### src/sv/pcef_pkg.sv
// ----------------------------------------------------------------------------
// pcef_pkg
// shared types, register indexes and helpers of the patch extremum filter
// ----------------------------------------------------------------------------
package pcef_pkg;

  localparam int unsigned DEF_MAX_WIDTH  = 2048;
  localparam int unsigned DEF_MAX_HEIGHT = 4096;
  localparam int unsigned DEF_MAX_RADIUS = 15;

  localparam int unsigned CFG_IDX_BITS  = 2;
  localparam int unsigned CFG_DATA_BITS = 13;
  localparam int unsigned WIDTH_BITS    = 12;
  localparam int unsigned HEIGHT_BITS   = 13;
  localparam int unsigned RADIUS_BITS   = 4;

  localparam logic [WIDTH_BITS-1:0]  WIDTH_RESET  = 12'd640;
  localparam logic [HEIGHT_BITS-1:0] HEIGHT_RESET = 13'd480;
  localparam logic [RADIUS_BITS-1:0] RADIUS_RESET = 4'd7;

  typedef enum logic [CFG_IDX_BITS-1:0] {
    CFG_IMAGE_WIDTH   = 2'd0,
    CFG_IMAGE_HEIGHT  = 2'd1,
    CFG_WINDOW_RADIUS = 2'd2,
    CFG_EXTREMUM_MODE = 2'd3
  } cfg_idx_e;

  typedef enum logic {
    CMD_PIXEL = 1'b0,
    CMD_DRAIN = 1'b1
  } item_cmd_e;

  typedef struct packed {
    logic       cmd;
    logic [7:0] blue;
    logic [7:0] green;
    logic [7:0] red;
  } in_item_t;

  typedef struct packed {
    logic [7:0] filtered_value;
    logic       end_of_row;
    logic       end_of_frame;
  } out_item_t;

  // controller to datapath
  typedef struct packed {
    logic accept;
    logic scan_init;
    logic scan_step;
    logic emit;
  } dp_cmd_t;

  // datapath to controller
  typedef struct packed {
    logic due;
    logic scan_last;
    logic out_free;
  } dp_status_t;

  function automatic logic [7:0] pick(input logic mode, input logic [7:0] a,
                                      input logic [7:0] b);
    if (mode) return (a > b) ? a : b;
    return (a < b) ? a : b;
  endfunction

endpackage

### src/sv/pcef_ctrl.sv
// ----------------------------------------------------------------------------
// pcef_ctrl
// sequencer: take a transaction, decide on a result, scan the window, emit
// ----------------------------------------------------------------------------
module pcef_ctrl (
  input  logic                clk_i,
  input  logic                rst_ni,
  input  logic                in_valid_i,
  output logic                in_stall_o,
  output pcef_pkg::dp_cmd_t   cmd_o,
  input  pcef_pkg::dp_status_t status_i
);
  import pcef_pkg::*;

  typedef enum logic [2:0] {
    ST_IDLE,
    ST_CHECK,
    ST_SCAN,
    ST_DRAIN,
    ST_FINISH
  } state_e;

  state_e state_q, state_d;
  logic   stall_q;
  logic   accept;

  assign accept     = in_valid_i && !stall_q;
  assign in_stall_o = stall_q;

  always_comb begin
    state_d = state_q;
    cmd_o   = '0;
    case (state_q)
      ST_IDLE: begin
        if (accept) begin
          cmd_o.accept = 1'b1;
          state_d      = ST_CHECK;
        end
      end
      ST_CHECK: begin
        if (status_i.due) begin
          cmd_o.scan_init = 1'b1;
          state_d         = ST_SCAN;
        end else begin
          state_d = ST_IDLE;
        end
      end
      ST_SCAN: begin
        cmd_o.scan_step = 1'b1;
        if (status_i.scan_last) state_d = ST_DRAIN;
      end
      ST_DRAIN: begin
        state_d = ST_FINISH;
      end
      ST_FINISH: begin
        if (status_i.out_free) begin
          cmd_o.emit = 1'b1;
          state_d    = ST_IDLE;
        end
      end
      default: state_d = ST_IDLE;
    endcase
  end

  always_ff @(posedge clk_i or negedge rst_ni) begin
    if (!rst_ni) begin
      state_q <= ST_IDLE;
      stall_q <= 1'b0;
    end else begin
      state_q <= state_d;
      stall_q <= (state_d != ST_IDLE);
    end
  end

`ifndef SYNTHESIS
  a_accept_then_check: assert property (@(posedge clk_i) disable iff (!rst_ni)
    accept |=> state_q == ST_CHECK) else $error("accept not followed by check");
  a_stall_outside_idle: assert property (@(posedge clk_i) disable iff (!rst_ni)
    (state_q != ST_IDLE) |-> stall_q) else $error("input open while busy");
  a_emit_only_finish: assert property (@(posedge clk_i) disable iff (!rst_ni)
    cmd_o.emit |-> status_i.out_free) else $error("emit into full output");
`endif

endmodule

### config.mk
export PLATFORM = sky130hd
export DESIGN_NAME = pcef_ctrl
export DESIGN_NICKNAME = d
export VERILOG_FILES = /design/src/sv/pcef_pkg.sv /design/src/sv/pcef_ctrl.sv
export SDC_FILE = /design/constraint.sdc
export NUM_CORES = 1
export LEC_CHECK = 0
export ABC_AREA = 1
export BUFFER_PORTS_ARGS = -buffer_cell sky130_fd_sc_hd__buf_2
export CAP_MARGIN = 20
export CORE_AREA = 4 4 41 43
export DETAILED_ROUTE_END_ITERATION = 12
export DIE_AREA = 0 0 45 47
export PLACE_DENSITY = 0.47
export SETUP_SLACK_MARGIN = 0.05
export SYNTH_ARGS = -nofsm -noshare
export SYNTH_HDL_FRONTEND = slang
export SYNTH_SLANG_ARGS = --single-unit
### constraint.sdc
create_clock -name clk_i -period 1 [get_ports clk_i]
set_clock_uncertainty 0.2 [all_clocks]
set_input_delay 0.15 -clock clk_i [delete_from_list [all_inputs] [get_ports clk_i]]
set_output_delay 0.15 -clock clk_i [all_outputs]
set_load 0.005 [all_outputs]
# [After elaboration in Yosys (flattened, before gate mapping)]
# Cells that the tools add are included.
[op_classes] add_sub_neg=0 multipliers=0 n_div=0 n_lt_le_gt_ge=0 n_eq_ne=4 shift=0 muxes=12 bitwise_logic=0 n_reduce_logical=4
[ops] operator="$pmux W3 S5" n=1
[ops] operator="$mux W3" n=3
[ops] operator="$mux W1" n=7
[ops] operator="$eq A3 B2 Y1 const B" n=2
[ops] operator="$eq A3 B1 Y1 const B" n=1
[ops] operator="$eq A3 B3 Y1 const B" n=1
[ops] operator="$logic_not A3 Y1" n=1
[ops] operator="$reduce_bool A3 Y1" n=1
[ops] operator="$mux W2" n=1
[ops] operator="$logic_and A1 B1 Y1" n=1
[ops] operator="$logic_not A1 Y1" n=1
[word_totals] regBits=4 latchBits=0 ramBits=0 rom_bits=0 inputBits=6 out_inout_bits=5 mem_count=0

# [Longest topological paths before layout]
[depth] depth_word=5 depth_mapped=6

# [Worst setup path before layout]
# No wires, ideal clock.
[synth_path] kind="reg2reg" start="reg state_q[0]" end="reg stall_q, in the netlist in_stall_o" setup_ns=0.065 t_arrival_ns=0.808 required_ns=0.735 slack_ns=-0.073 stages_incl_launch_ff=5 n_path_buf=0 synth_period_minus_slack_ns=1.073 cell_sequence="dfrtp_1 > nand3b_1 > nor2_1 > nor2_2 > nand2_1"
[synth_between] elab_chain_len=3
[synth_rtl] item="from (decl)" line="pcef_ctrl.sv:23" rtl="state_e state_q, state_d;"
[synth_rtl] item="from (signal assigned)" line="pcef_ctrl.sv:70" rtl="state_q <= state_d;"
[synth_rtl] item="$eq A3 B3 Y1, or another cell as far along" line="pcef_ctrl.sv:33" rtl="case (state_q)"
[synth_rtl] item="$pmux W3 S5 (*)" line="pcef_ctrl.sv:33"
[synth_rtl] item="$reduce_bool A3 Y1 (*)" line="pcef_ctrl.sv:71" rtl="stall_q <= (state_d != ST_IDLE);"
[synth_rtl] item="to (signal assigned)" line="pcef_ctrl.sv:71"
[synth_rtl] item="to (decl)" line="pcef_ctrl.sv:24" rtl="logic stall_q;"
# Mark *: on every way between the ends. The rest lies on a longest branch, timed or not.

==> summary.txt <==
Synth warn: 0
Top_reg_cell synth: dfrtp_1
Initial DRC Count: 0
Worst setup SP type: flip-flop
Worst-skew pair later-pin latency: 230 ps
Kind of critical path: reg2out
WL/cell: 8.03 um
Placed Cells: 54
Overflow after GRT: 0
Die extent in x: 45 um
Clock slew at reported path FFs: 40 ps
Relative slew slack: 87.0%
CTS max path bufs: 2
First-pass GRT wire length: 690 um
Layout filler cell count: 148
Final WS setup: -441 ps
Worst Hold Endpoint: state_q[2]$_DFF_PN0_
Final net count: 55
Final Power: 1.06 mW
Crit. Startpoint: state_q[0]$_DFF_PN0_
Initial antenna violation count: 0
Count of input and output buffers: 10
Final Critical Period: 1440 ps
Total CTS buffers: 3
Total Routed Length: 498 um
Synth top area cells: dfrtp_1, inv_1, nand2_1
Vias: 226
R2R setup slack: -220 ps
Fraction of layout cells with a size suffix above 1: 63.8%
Number of synthesized flops with an enable pin: 0
RSZ-0062 raised after global routing: yes
Net count of the mapped netlist: 35
Largest net degree at the start of global routing: 6
Asr flop ratio synth: 100%
Gp weighted congestion: 0.720
TritonCTS clock tree: done
Core area: 0.00130 mm2
Cell Area, Synth: 215 um2
Pleak: 0.228 nW
Reg2reg end: in_stall_o$_DFF_PN0_
Most frequent cell after synthesis: inv_1
DR DRC count: 0
Drt pass-1 iters: 1
MaxCap Viol Count: 0
Vias/cell: 3.65
Syn Area/Cell: 7.42 um2
Vias in the first global route: 182
Top-area cell type share of the netlist area: 46.5%
Syn-to-layout area delta: 76.2%
H-tree levels: 1
DR top layer: met3
GRT Total Usage: 4.75%
Period Utilization, post-route: 144%
Synth Register Bits: 4
Post-synth top cells: inv_1, nand2_1, dfrtp_1, nor2_1, nand3_1
# rows: 13
Worst hold start: status_i[0]
Worst path required time: 650 ps
CP Max Fanout: 5
Largest area contributor in the netlist: dfrtp_1
Die height: 47 um
Fmax: 0.694 GHz
Power density over cell area: 2790 mW/mm2
Worst slew pin tran: 194 ps
Met1 WL: 196 um
Final non-filler cell total: 62
WP data arrival: 1090 ps
Post-DP HPWL: 384 um
Clock sink count: 4
Met2 Wirelength: 251 um
VDD IR max: 0.000990 V
Cells on worst reg2reg path: 7
Worst Hold Class: in2reg
Met3 Wirelength: 49 um
# setup viols final: 9
Initial Util: 16.5%
Io pins: 11
Final count of pins violating max slew: 0
Post-DRT Antenna Nets: 0
Mapped Cells: 29
Synth cell types: 11
Die area: 0.00212 mm2
Crit end category: output port
Critical R2R Launch: state_q[0]$_DFF_PN0_
N_diodes: 0
Failing checks: negative setup slack
CTS root buffer: clkbuf_4
Hold Fails Final Rpt: 0
Status: finished, violations left
Seq/Total Area, Yosys: 46.5%
Hold path depth: 4
metrics by stage:
step	util (%)	worst slack (ps)	hold slack (ps)	setup TNS, ps	instance area [um2]
6_report	29.1	-441	17.0	-2270	379
3_3_place_gp	21.8	-215	-241	-1030	284
3_5_place_dp	21.8	-222	-240	-951	284
5_1_grt	29.1	-504	22.2	-2850	379
4_1_cts	26.9	-439	17.6	-2320	350
2_1_floorplan	-	-72.7	-346	-267	215
layout by cell type (no fill, tap or decap), types with 2 or more instances in the layout:
master | netlist | layout
nor2_2 | 1 | 4
buf_2 | 0 | 10
clkbuf_4 | 0 | 3
nor2_4 | 1 | 2
nand2_2 | 1 | 4
inv_1 | 7 | 7
dfrtp_1 | 4 | 3
buf_4 | 0 | 3
nand2_1 | 6 | 3
worst max path at each step:
stage                                end  slack (ps)  cells after the start
global placement                cmd_o[3]        -220                      4
detailed placement              cmd_o[3]        -220                      4
finish                          cmd_o[2]        -440                      6
global route                    cmd_o[3]        -500                      4
floorplan           in_stall_o$_DFF_PN0_         -70                      4
CTS                             cmd_o[3]        -440                      4
critical path, cell delays in order, from the launching register on:
cell     delay (ps)
dfrtp_1         410
buf_4           150
nand2_1          40
inv_1            40
nand2_2          70
inv_1            30
buf_2           110
flip-flops by register name, summed over array words and instances, names as in the netlist:
| name | cells |
|---|---|
| state_q | 3 |
| in_stall_o | 1 |
power breakdown:
group / internal (mW) / switching, mW / total [mW]
registers: 0.236 / 0.0713 / 0.308
clock network: 0.134 / 0.0645 / 0.199
logic: 0.280 / 0.271 / 0.551
final cells by class:
| class | count | area (um2) | share of cell area (%) |
|---|---|---|---|
| clock buffer | 3 | 22.5 | 5.94 |
| sequential | 4 | 101 | 26.7 |
| tap | 15 | 18.8 | 4.95 |
| inverter | 8 | 30.0 | 7.92 |
| multi-input combinational | 17 | 113 | 29.7 |
| timing repair buffer | 15 | 93.8 | 24.8 |
routing by layer:
| layer | up-vias | global-route usage, % |
|---|---|---|
| met3 | 0 | 2.68 |
| met2 | 8 | 6.50 |
| met5 | - | 0 |
| met4 | 0 | 3.51 |
| li1 | 121 | - |
| met1 | 97 | 5.50 |
cell families after synthesis:
group | Yosys count | synth area share (%)
simple gates | 17 | 39.5
buf+inv | 8 | 14.0
flops | 4 | 46.5
what timing repair did:
action	in CTS	in global routing
hold buffers	1	0
endpoints found under the hold margin	4	0
resized for setup	6	5
buffers inserted	2	2
setup endpoints to repair	9	9
pin swaps	3	4
Power figures use the tool's default switching activity.
